===== config.mk =====
export PLATFORM = sky130hd
export DESIGN_NAME = wolff_cluster_update_triangular_top
export DESIGN_NICKNAME = d
export VERILOG_FILES = /design/src/design/wct_pkg.sv /design/src/design/wct_rng.sv /design/src/design/wct_stack.sv /design/src/design/wct_core.sv /design/src/design/wolff_cluster_update_triangular_top.sv
export VERILOG_INCLUDE_DIRS = /design/src /design/src/design
export SDC_FILE = /design/constraint.sdc
export NUM_CORES = 2
export LEC_CHECK = 0
export BUFFER_PORTS_ARGS = -buffer_cell sky130_fd_sc_hd__buf_2
export CAP_MARGIN = 20
export CORE_MARGIN = 2
export CORE_UTILIZATION = 35
export CTS_BUF_LIST = sky130_fd_sc_hd__clkbuf_8
export DETAILED_ROUTE_END_ITERATION = 12
export PLACE_DENSITY = 0.58
export SYNTH_ARGS = -nofsm -noshare
export SYNTH_HDL_FRONTEND = slang
export SYNTH_SLANG_ARGS = --single-unit

===== constraint.sdc =====
create_clock -name i_clk -period 15.55 [get_ports i_clk]
set_input_delay 2.3325 -clock i_clk [delete_from_list [all_inputs] [get_ports i_clk]]
set_output_delay 2.3325 -clock i_clk [all_outputs]
set_load 0.01 [all_outputs]

===== src/design/wolff_cluster_update_triangular_top_macros.svh =====
// Assertion macros used by the design files (wct_stack).
`ifndef WOLFF_CLUSTER_UPDATE_TRIANGULAR_TOP_MACROS_SVH
`define WOLFF_CLUSTER_UPDATE_TRIANGULAR_TOP_MACROS_SVH
`ifndef SYNTHESIS
// Same-cycle implication.
`define WCT_ASSERT_IMP(label, clk, rst_n, ante, cons) \
    label: assert property (@(posedge clk) disable iff (!rst_n) (ante) |-> (cons)) \
        else $error("wct: assertion failed");
// Next-cycle implication.
`define WCT_ASSERT_NXT(label, clk, rst_n, ante, cons) \
    label: assert property (@(posedge clk) disable iff (!rst_n) (ante) |=> (cons)) \
        else $error("wct: assertion failed");
`else
`define WCT_ASSERT_IMP(label, clk, rst_n, ante, cons)
`define WCT_ASSERT_NXT(label, clk, rst_n, ante, cons)
`endif
`endif


===== src/design/wct_pkg.sv =====
package wct_pkg;

    localparam int SIDE_DEF   = 16;
    localparam int SITES_DEF  = 256;

    localparam int ROOT_W     = 8;
    localparam int SIZE_W     = 9;
    localparam int SUM_W      = 10;
    localparam int THR_W      = 16;
    localparam int RNG_W      = 32;
    localparam int APB_AW     = 3;
    localparam int APB_DW     = 32;

    localparam logic [THR_W-1:0] THR_RESET  = 16'd23332;
    localparam logic [RNG_W-1:0] SEED_RESET = 32'd12345;

    typedef enum logic {
        REG_THR,
        REG_SEED
    } t_reg;

    typedef enum logic [2:0] {
        DIR_XP,
        DIR_XM,
        DIR_YP,
        DIR_YM,
        DIR_XPYP,
        DIR_XMYM
    } t_dir;

    typedef enum logic [3:0] {
        ST_CLEAR,
        ST_IDLE,
        ST_ROOT_RED,
        ST_ROOT_RD,
        ST_ROOT_WR,
        ST_POP,
        ST_POP_WAIT,
        ST_DIV,
        ST_XRED,
        ST_NB_ADDR,
        ST_NB_RED,
        ST_NB_READ,
        ST_NB_CHECK,
        ST_DONE
    } t_state;

    typedef struct packed {
        logic push;
        logic pop;
    } t_stk_ctl;

endpackage


===== src/design/wct_rng.sv =====
module wct_rng
    import wct_pkg::*;
(
    input  logic             i_clk,
    input  logic             i_rst_n,
    input  logic             i_load,
    input  logic [RNG_W-1:0] i_seed,
    input  logic             i_step,
    output logic [RNG_W-1:0] o_next
);

    logic [RNG_W-1:0] r_word;
    logic [RNG_W-1:0] s1;
    logic [RNG_W-1:0] s2;

    always_comb begin
        s1     = r_word ^ (r_word << 13);
        s2     = s1 ^ (s1 >> 17);
        o_next = s2 ^ (s2 << 5);
    end

    always_ff @(posedge i_clk) begin
        if (!i_rst_n) begin
            r_word <= SEED_RESET;
        end else if (i_load) begin
            // an all-zero state would lock up
            r_word <= (i_seed == '0) ? RNG_W'(1) : i_seed;
        end else if (i_step) begin
            r_word <= o_next;
        end
    end

endmodule


===== src/design/wct_stack.sv =====
`include "wolff_cluster_update_triangular_top_macros.svh"

module wct_stack
    import wct_pkg::*;
#(
    parameter int SITES = SITES_DEF
) (
    input  logic                     i_clk,
    input  logic                     i_rst_n,
    input  t_stk_ctl                 i_ctl,
    input  logic [$clog2(SITES)-1:0] i_wdata,
    output logic [$clog2(SITES)-1:0] o_rdata,
    output logic                     o_empty,
    output logic                     o_full
);

    localparam int SW    = $clog2(SITES);
    localparam int LVL_W = SW + 1;

    logic [SW-1:0]    r_mem [SITES];
    logic [SW-1:0]    r_rdata;
    logic [LVL_W-1:0] r_level;
    logic [LVL_W-1:0] lvl_m1;

    assign lvl_m1  = r_level - LVL_W'(1);
    assign o_empty = (r_level == '0);
    assign o_full  = (r_level == LVL_W'(SITES));
    assign o_rdata = r_rdata;

    always_ff @(posedge i_clk) begin
        if (!i_rst_n) begin
            r_level <= '0;
        end else if (i_ctl.push) begin
            r_level <= r_level + LVL_W'(1);
        end else if (i_ctl.pop) begin
            r_level <= lvl_m1;
        end
    end

    always_ff @(posedge i_clk) begin
        if (i_ctl.push) begin
            r_mem[r_level[SW-1:0]] <= i_wdata;
        end
        if (i_ctl.pop) begin
            r_rdata <= r_mem[lvl_m1[SW-1:0]];
        end
    end

    `WCT_ASSERT_IMP(a_level_bound, i_clk, i_rst_n, 1'b1, r_level <= LVL_W'(SITES))
    `WCT_ASSERT_IMP(a_pop_nonempty, i_clk, i_rst_n, i_ctl.pop, !o_empty && !i_ctl.push)
    `WCT_ASSERT_NXT(a_push_grows, i_clk, i_rst_n, i_ctl.push, r_level == $past(r_level) + LVL_W'(1))

endmodule


===== src/design/wct_core.sv =====
module wct_core
    import wct_pkg::*;
#(
    parameter int SIDE  = SIDE_DEF,
    parameter int SITES = SITES_DEF
) (
    input  logic                     i_clk,
    input  logic                     i_rst_n,
    input  logic                     i_start,
    input  logic [ROOT_W-1:0]        i_root_site,
    input  logic [THR_W-1:0]         i_add_threshold,
    input  logic [RNG_W-1:0]         i_rng_next,
    output logic                     o_rng_step,
    output t_stk_ctl                 o_stk_ctl,
    output logic [$clog2(SITES)-1:0] o_stk_wdata,
    input  logic [$clog2(SITES)-1:0] i_stk_rdata,
    input  logic                     i_stk_empty,
    input  logic                     i_stk_full,
    output logic                     o_busy,
    output logic                     o_valid,
    output logic [SIZE_W-1:0]        o_cluster_size,
    output logic signed [SUM_W-1:0]  o_spin_sum
);

    localparam int  SW        = $clog2(SITES);
    localparam int  CW        = $clog2(SIDE);
    localparam int  IW        = $clog2(SIDE * SIDE);
    localparam int  DW0       = (SW > ROOT_W) ? SW : ROOT_W;
    localparam int  DW        = (IW > DW0) ? IW : DW0;
    localparam bit  SIDE_POW2 = ((SIDE & (SIDE - 1)) == 0);
    localparam bit  NEED_RED  = ((SIDE * SIDE) > SITES);

    t_state r_state;
    t_state n_state;

    logic [DW-1:0]     r_acc, n_acc;
    logic [DW-1:0]     r_q, n_q;
    logic [CW-1:0]     r_x, n_x;
    logic [CW-1:0]     r_y, n_y;
    t_dir              r_k, n_k;
    logic              r_old, n_old;
    logic [SIZE_W-1:0] r_count, n_count;
    logic [SUM_W-1:0]  r_sum, n_sum;
    logic [SW-1:0]     r_clr, n_clr;

    // spin store: 1 is +1, 0 is -1
    logic          r_spin [SITES];
    logic          r_spin_rd;
    logic          spin_we;
    logic          spin_wdata;
    logic [SW-1:0] spin_waddr;

    // shared subtract/compare unit
    logic          use_sites;
    logic [DW:0]   sub_b;
    logic [DW:0]   sub_d;
    logic          sub_ge;

    logic [CW-1:0] xp, xm, yp, ym, nx, ny;
    logic [IW-1:0] nb_idx;
    logic [DW-1:0] cur;
    logic          bond;

    assign use_sites = (r_state == ST_ROOT_RED) || (r_state == ST_NB_RED);
    assign sub_b     = use_sites ? (DW+1)'(SITES) : (DW+1)'(SIDE);
    assign sub_d     = {1'b0, r_acc} - sub_b;
    assign sub_ge    = !sub_d[DW];

    assign xp = (r_x == CW'(SIDE - 1)) ? '0 : r_x + CW'(1);
    assign xm = (r_x == '0) ? CW'(SIDE - 1) : r_x - CW'(1);
    assign yp = (r_y == CW'(SIDE - 1)) ? '0 : r_y + CW'(1);
    assign ym = (r_y == '0) ? CW'(SIDE - 1) : r_y - CW'(1);

    always_comb begin
        case (r_k)
            DIR_XP:   begin nx = xp;  ny = r_y; end
            DIR_XM:   begin nx = xm;  ny = r_y; end
            DIR_YP:   begin nx = r_x; ny = yp;  end
            DIR_YM:   begin nx = r_x; ny = ym;  end
            DIR_XPYP: begin nx = xp;  ny = yp;  end
            DIR_XMYM: begin nx = xm;  ny = ym;  end
            default:  begin nx = r_x; ny = r_y; end
        endcase
    end

    assign nb_idx = IW'(nx) * IW'(SIDE) + IW'(ny);
    assign cur    = DW'(i_stk_rdata);
    assign bond   = (i_rng_next[THR_W-1:0] < i_add_threshold) && !i_stk_full;

    assign spin_waddr  = (r_state == ST_CLEAR) ? r_clr : r_acc[SW-1:0];
    assign o_stk_wdata = r_acc[SW-1:0];

    always_ff @(posedge i_clk) begin
        if (spin_we) begin
            r_spin[spin_waddr] <= spin_wdata;
        end
        r_spin_rd <= r_spin[r_acc[SW-1:0]];
    end

    // next state
    always_comb begin
        n_state = r_state;
        unique case (r_state)
            ST_CLEAR:    if (r_clr == SW'(SITES - 1)) n_state = ST_IDLE;
            ST_IDLE:     if (i_start) n_state = ST_ROOT_RED;
            ST_ROOT_RED: if (!sub_ge) n_state = ST_ROOT_RD;
            ST_ROOT_RD:  n_state = ST_ROOT_WR;
            ST_ROOT_WR:  n_state = ST_POP;
            ST_POP:      n_state = i_stk_empty ? ST_DONE : ST_POP_WAIT;
            ST_POP_WAIT: n_state = SIDE_POW2 ? ST_NB_ADDR : ST_DIV;
            ST_DIV:      if (!sub_ge) n_state = ST_XRED;
            ST_XRED:     if (!sub_ge) n_state = ST_NB_ADDR;
            ST_NB_ADDR:  n_state = NEED_RED ? ST_NB_RED : ST_NB_READ;
            ST_NB_RED:   if (!sub_ge) n_state = ST_NB_READ;
            ST_NB_READ:  n_state = ST_NB_CHECK;
            ST_NB_CHECK: n_state = (r_k == DIR_XMYM) ? ST_POP : ST_NB_ADDR;
            ST_DONE:     n_state = ST_IDLE;
            default:     n_state = ST_IDLE;
        endcase
    end

    // datapath and outputs
    always_comb begin
        n_acc      = r_acc;
        n_q        = r_q;
        n_x        = r_x;
        n_y        = r_y;
        n_k        = r_k;
        n_old      = r_old;
        n_count    = r_count;
        n_sum      = r_sum;
        n_clr      = r_clr;
        spin_we    = 1'b0;
        spin_wdata = ~r_spin_rd;
        o_stk_ctl  = '0;
        o_rng_step = 1'b0;
        unique case (r_state)
            ST_CLEAR: begin
                spin_we    = 1'b1;
                spin_wdata = 1'b1;
                n_clr      = r_clr + SW'(1);
            end
            ST_IDLE: begin
                n_acc = DW'(i_root_site);
            end
            ST_ROOT_RED: begin
                if (sub_ge) n_acc = sub_d[DW-1:0];
            end
            ST_ROOT_RD: begin
            end
            ST_ROOT_WR: begin
                n_old          = r_spin_rd;
                spin_we        = 1'b1;
                o_stk_ctl.push = 1'b1;
                n_count        = SIZE_W'(1);
            end
            ST_POP: begin
                if (i_stk_empty) begin
                    n_sum = r_old ? r_sum - {r_count, 1'b0} : r_sum + {r_count, 1'b0};
                end else begin
                    o_stk_ctl.pop = 1'b1;
                end
            end
            ST_POP_WAIT: begin
                n_acc = cur;
                n_q   = '0;
                n_x   = CW'(cur >> CW);
                n_y   = CW'(cur);
                n_k   = DIR_XP;
            end
            ST_DIV: begin
                if (sub_ge) begin
                    n_acc = sub_d[DW-1:0];
                    n_q   = r_q + DW'(1);
                end else begin
                    n_y   = CW'(r_acc);
                    n_acc = r_q;
                end
            end
            ST_XRED: begin
                // quotient x taken modulo SIDE; only a root beyond the lattice needs it
                if (sub_ge) n_acc = sub_d[DW-1:0];
                else        n_x   = CW'(r_acc);
            end
            ST_NB_ADDR: begin
                n_acc = DW'(nb_idx);
            end
            ST_NB_RED: begin
                if (sub_ge) n_acc = sub_d[DW-1:0];
            end
            ST_NB_READ: begin
            end
            ST_NB_CHECK: begin
                if (r_spin_rd == r_old) begin
                    o_rng_step = 1'b1;
                    if (bond) begin
                        spin_we        = 1'b1;
                        o_stk_ctl.push = 1'b1;
                        n_count        = r_count + SIZE_W'(1);
                    end
                end
                n_k = t_dir'(3'(r_k) + 3'd1);
            end
            ST_DONE: begin
            end
            default: begin
            end
        endcase
    end

    always_ff @(posedge i_clk) begin
        if (!i_rst_n) begin
            r_state <= ST_CLEAR;
            r_clr   <= '0;
            r_sum   <= SUM_W'(SITES);
            r_count <= '0;
        end else begin
            r_state <= n_state;
            r_clr   <= n_clr;
            r_sum   <= n_sum;
            r_count <= n_count;
        end
    end

    always_ff @(posedge i_clk) begin
        r_acc <= n_acc;
        r_q   <= n_q;
        r_x   <= n_x;
        r_y   <= n_y;
        r_k   <= n_k;
        r_old <= n_old;
    end

    assign o_busy         = (r_state != ST_IDLE);
    assign o_valid        = (r_state == ST_DONE);
    assign o_cluster_size = r_count;
    assign o_spin_sum     = $signed(r_sum);

endmodule


===== src/design/wolff_cluster_update_triangular_top.sv =====
// Wolff cluster flip on a periodic SIDE x SIDE triangular Ising lattice. A transaction
// is accepted when start is high and busy is low; i_root_site names the seed site.
// After reset the spin store is set to +1 by a clearing pass over all SITES sites, busy
// high throughout. When SIDE is a power of two and SIDE*SIDE <= SITES, every
// neighbour check is a serial address, read, test sequence on the single spin
// memory. Other sizes add repeated-subtraction steps for the row/column split and
// for modulo SITES. The result is shown for one cycle with o_valid and cannot be
// stalled by the receiver.
module wolff_cluster_update_triangular_top
    import wct_pkg::*;
#(
    parameter int SIDE  = SIDE_DEF,
    parameter int SITES = SITES_DEF
) (
    input  logic                    i_clk,
    input  logic                    i_rst_n,
    input  logic                    start,
    output logic                    busy,
    input  logic [ROOT_W-1:0]       i_root_site,
    output logic                    o_valid,
    output logic [SIZE_W-1:0]       o_cluster_size,
    output logic signed [SUM_W-1:0] o_spin_sum,
    input  logic                    psel,
    input  logic                    penable,
    input  logic                    pwrite,
    input  logic [APB_AW-1:0]       paddr,
    input  logic [APB_DW-1:0]       pwdata,
    output logic [APB_DW-1:0]       prdata,
    output logic                    pready
);

    localparam int SW = $clog2(SITES);

    logic [THR_W-1:0] r_thr;
    logic [RNG_W-1:0] r_seed;
    logic             wr;
    logic             seed_load;
    t_reg             reg_sel;

    logic [RNG_W-1:0] rng_next;
    logic             rng_step;
    t_stk_ctl         stk_ctl;
    logic [SW-1:0]    stk_wdata;
    logic [SW-1:0]    stk_rdata;
    logic             stk_empty;
    logic             stk_full;

    assign pready    = 1'b1;
    assign wr        = psel && penable && pwrite && pready;
    assign reg_sel   = t_reg'(paddr[2]);
    assign seed_load = wr && (reg_sel == REG_SEED);

    always_ff @(posedge i_clk) begin
        if (!i_rst_n) begin
            r_thr  <= THR_RESET;
            r_seed <= SEED_RESET;
        end else if (wr) begin
            unique case (reg_sel)
                REG_THR:  r_thr  <= pwdata[THR_W-1:0];
                REG_SEED: r_seed <= pwdata[RNG_W-1:0];
                default:  ;
            endcase
        end
    end

    always_comb begin
        unique case (reg_sel)
            REG_THR:  prdata = APB_DW'(r_thr);
            REG_SEED: prdata = APB_DW'(r_seed);
            default:  prdata = '0;
        endcase
    end

    wct_rng u_rng (
        .i_clk   (i_clk),
        .i_rst_n (i_rst_n),
        .i_load  (seed_load),
        .i_seed  (pwdata[RNG_W-1:0]),
        .i_step  (rng_step),
        .o_next  (rng_next)
    );

    wct_stack #(
        .SITES (SITES)
    ) u_stack (
        .i_clk   (i_clk),
        .i_rst_n (i_rst_n),
        .i_ctl   (stk_ctl),
        .i_wdata (stk_wdata),
        .o_rdata (stk_rdata),
        .o_empty (stk_empty),
        .o_full  (stk_full)
    );

    wct_core #(
        .SIDE  (SIDE),
        .SITES (SITES)
    ) u_core (
        .i_clk           (i_clk),
        .i_rst_n         (i_rst_n),
        .i_start         (start),
        .i_root_site     (i_root_site),
        .i_add_threshold (r_thr),
        .i_rng_next      (rng_next),
        .o_rng_step      (rng_step),
        .o_stk_ctl       (stk_ctl),
        .o_stk_wdata     (stk_wdata),
        .i_stk_rdata     (stk_rdata),
        .i_stk_empty     (stk_empty),
        .i_stk_full      (stk_full),
        .o_busy          (busy),
        .o_valid         (o_valid),
        .o_cluster_size  (o_cluster_size),
        .o_spin_sum      (o_spin_sum)
    );

endmodule

==> results.tsv <==
metric	value	unit
status	finished clean	
wl_per_cell	25.24	um
antenna_found_initial	7	
cts-root-buf	clkbuf_8	
p_int	0.01125	W
clk_latency	1.12	ns
synth.avg_cell_area	18.87	um2
cts_buffers	413	
ys.warnings.count	0	
power_density	139.2	nW/um2
cts_hold_buf	0	
critPathLaunchType	flop	
holdPathStages	2	
grt_usage	16.62	%
fin_skew	0.08143	ns
synth-edff-count	2340	
grt_first_pass_wirelength	355500	um
drive_gt1_share	24.35	%
end_kind	flop	
cts.repair.resized	0	
grt_pass1_vias	52456	
cts_setup_buffers	0	
crit_type	reg2reg	
core-area	284500	um2
area_growth	12.04	%
worst-r2r-setup-slack	8.93	ns
ir_drop	0.0002080	V
setup_viol	0	
die_y	538.1	um
fin_total_pwr	0.01558	W
placed_area	104500	um2
clk_pin_slew	0.06	ns
dr.pass1.iters	5	
p_clk_share	33.0	%
final_common_cell	edfxtp_1	
ys_seq_area_share	72.79	%
io_buffers	98	
whs	0.4493	ns
tightest_slew	1.249	ns
drc_errors	0	
dieArea	289500	um2
finalInstanceArea	111900	um2
power_leakage	33.92	nW
postLayoutCoreUtil	39.32	%
r2r_cells	10	
setup_tns	0	ns
ioPinCount	103	
rsz0062_at_grt	no	
finalCriticalPeriod	6.625	ns
drv_cap	0	
r2r_start	u_stack.r_level[0]$_SDFFE_PN0P_	
first_iter_violations	4997	
crit_end	u_stack.o_rdata[6]$_DFFE_PP_	
initial_core_util	35.10	%
tritoncts	yes	
wirelength	243500	um
die_w	538.1	um
syn_area	99840	um2
gp_congestion	0.8033	
vias	51380	
placementRows	196	
layout_common_cells	2340 x edfxtp_1, 720 x mux4_2, 605 x nor2_1	
period_share	42.60	%
r2r_end	u_stack.o_rdata[6]$_DFFE_PP_	
drtAntennaViolNets	0	
grt_overflow	0	
critPathMaxFanout	57	
fin_nets	5673	
synth_ff_type	edfxtp_1	
crit_start	u_stack.r_level[0]$_SDFFE_PN0P_	
fmax	0.1509	GHz
grt_max_degree	223	
switchingPower	0.004324	W
cts_num_sinks	2460	
worst_hold_path_type	reg2reg	
synth.distinct_cells	75	
hold_path_startpoint	r_seed[12]$_SDFFE_PN1P_	
pwr-share-seq	51.9	%
synth-seq-cells	2460	
via_per_inst	5.325	
relSlewSlack	16.75	%
worstPathRequired	16.33	ns
p_sw_share	27.76	%
combPwrFrac	15.1	%
htreeDepth	5	
critPathArrivalTime	7.41	ns
synthArstFlopShare	0	%
synth_nets	5382	
slew_viol_final	0	
syn_inst	5290	
hold_viol	0	
clock_path_buffers	4	
dp_hpwl	138800	um
-- per-stage QoR --
stage                     cells  setup slack, ns
after detailed placement   8920            8.807
after global routing       9647            8.709
after CTS                  9638            8.798
after global placement     8919            8.831
after floorplan            5290            9.880
final                      9648            8.925
-- critical path: stages, from the launching register on --
cell      delay [ns]
dfxtp_4         0.86
inv_1           0.28
ha_4            0.83
buf_4           0.86
buf_4           0.73
mux4_2          0.45
mux4_2          0.51
a22oi_1         0.68
nand2_1         0.13
a22oi_1         0.56
o221ai_1        0.29
-- flip-flops by register name (all words and copies together) (netlist names) --
name and count:
u_stack.r_mem 2048, u_core.r_k 3, u_core.r_q 8, r_seed 32
u_core.o_stk_wdata 8, u_core.r_clr 8, u_stack.r_level 9, u_core.r_state 4
u_core.r_old 1, u_rng.r_word 32, u_core.r_spin 256, u_core.o_spin_sum 9
u_core.o_cluster_size 9, u_core.r_y 4, u_stack.o_rdata 8, u_core.r_x 4
r_thr 16, u_core.r_spin_rd 1
-- cells by family (layout without fill, tap and decap cells) --
group	after synthesis	count (layout)	share of synthesized area [%]
flip-flops	2460	2460	72.79
AND/OR/NAND/NOR	1198	1198	5.013
multiplexers	735	735	16.40
AO/OA/AOI/OAI	370	370	2.523
buffers and inverters	361	955	1.651
XOR/XNOR	121	121	1.075
adder cells (fa/ha/maj)	43	43	0.5464
other	2	4	0.007522
-- Yosys cell counts, drive strengths merged, types with 20 or more instances --
library cell	count	area (um2)
buf	145	837.1
clkbuf	169	634.4
o21ai	55	275.3
edfxtp	2340	70270
xor2	51	446.7
a22oi	52	390.4
nor2b	20	125.1
xnor2	69	604.3
nand2	378	1424
mux4	720	16220
a221oi	23	201.4
and2	28	175.2
nor2	607	2278
ha	42	525.5
inv	47	176.4
nand3	43	230.2
nor3	26	130.1
a21oi	106	530.5
dfxtp	120	2402
-- power groups by stage --
stage | combinational, W | sequential, W | clock [W]
after floorplan | 0.00109 | 0.00867 | 0
after global placement | 0.00228 | 0.00822 | 0
after detailed placement | 0.00236 | 0.00823 | 0
after CTS | 0.00236 | 0.00809 | 0.00526
after global routing | 0.00253 | 0.00809 | 0.00556
final | 0.00236 | 0.00808 | 0.00514
-- final cells by class --
class	count	area, um2
diodes	2	5.005
clock buffers	426	5863
clock inverters	292	1325
fillers	25743	172600
inverters	47	176.4
multi-input cells	2469	25670
flip-flops and latches	2460	72670
well taps	3762	4707
repair buffers	190	1438
-- per-layer routing --
layer | track usage [%] | routed length (um) | vias to the layer above
met5 | 0 | 53 | -
met4 | 4.709 | 5419 | 8
met3 | 3.435 | 17140 | 391
met1 | 22.63 | 102900 | 27089
li1 | - | - | 21900
met2 | 26.99 | 118000 | 1992
-- how the worst min path moves through the flow --
stage | to
finish | r_seed[12]$_SDFFE_PN1P_
global route | r_seed[30]$_SDFFE_PN0P_
CTS | r_seed[12]$_SDFFE_PN1P_
detailed placement | r_seed[12]$_SDFFE_PN1P_
global placement | r_seed[23]$_SDFFE_PN0P_
floorplan | r_seed[12]$_SDFFE_PN1P_
No activity file was read; power rests on OpenSTA's default activity.
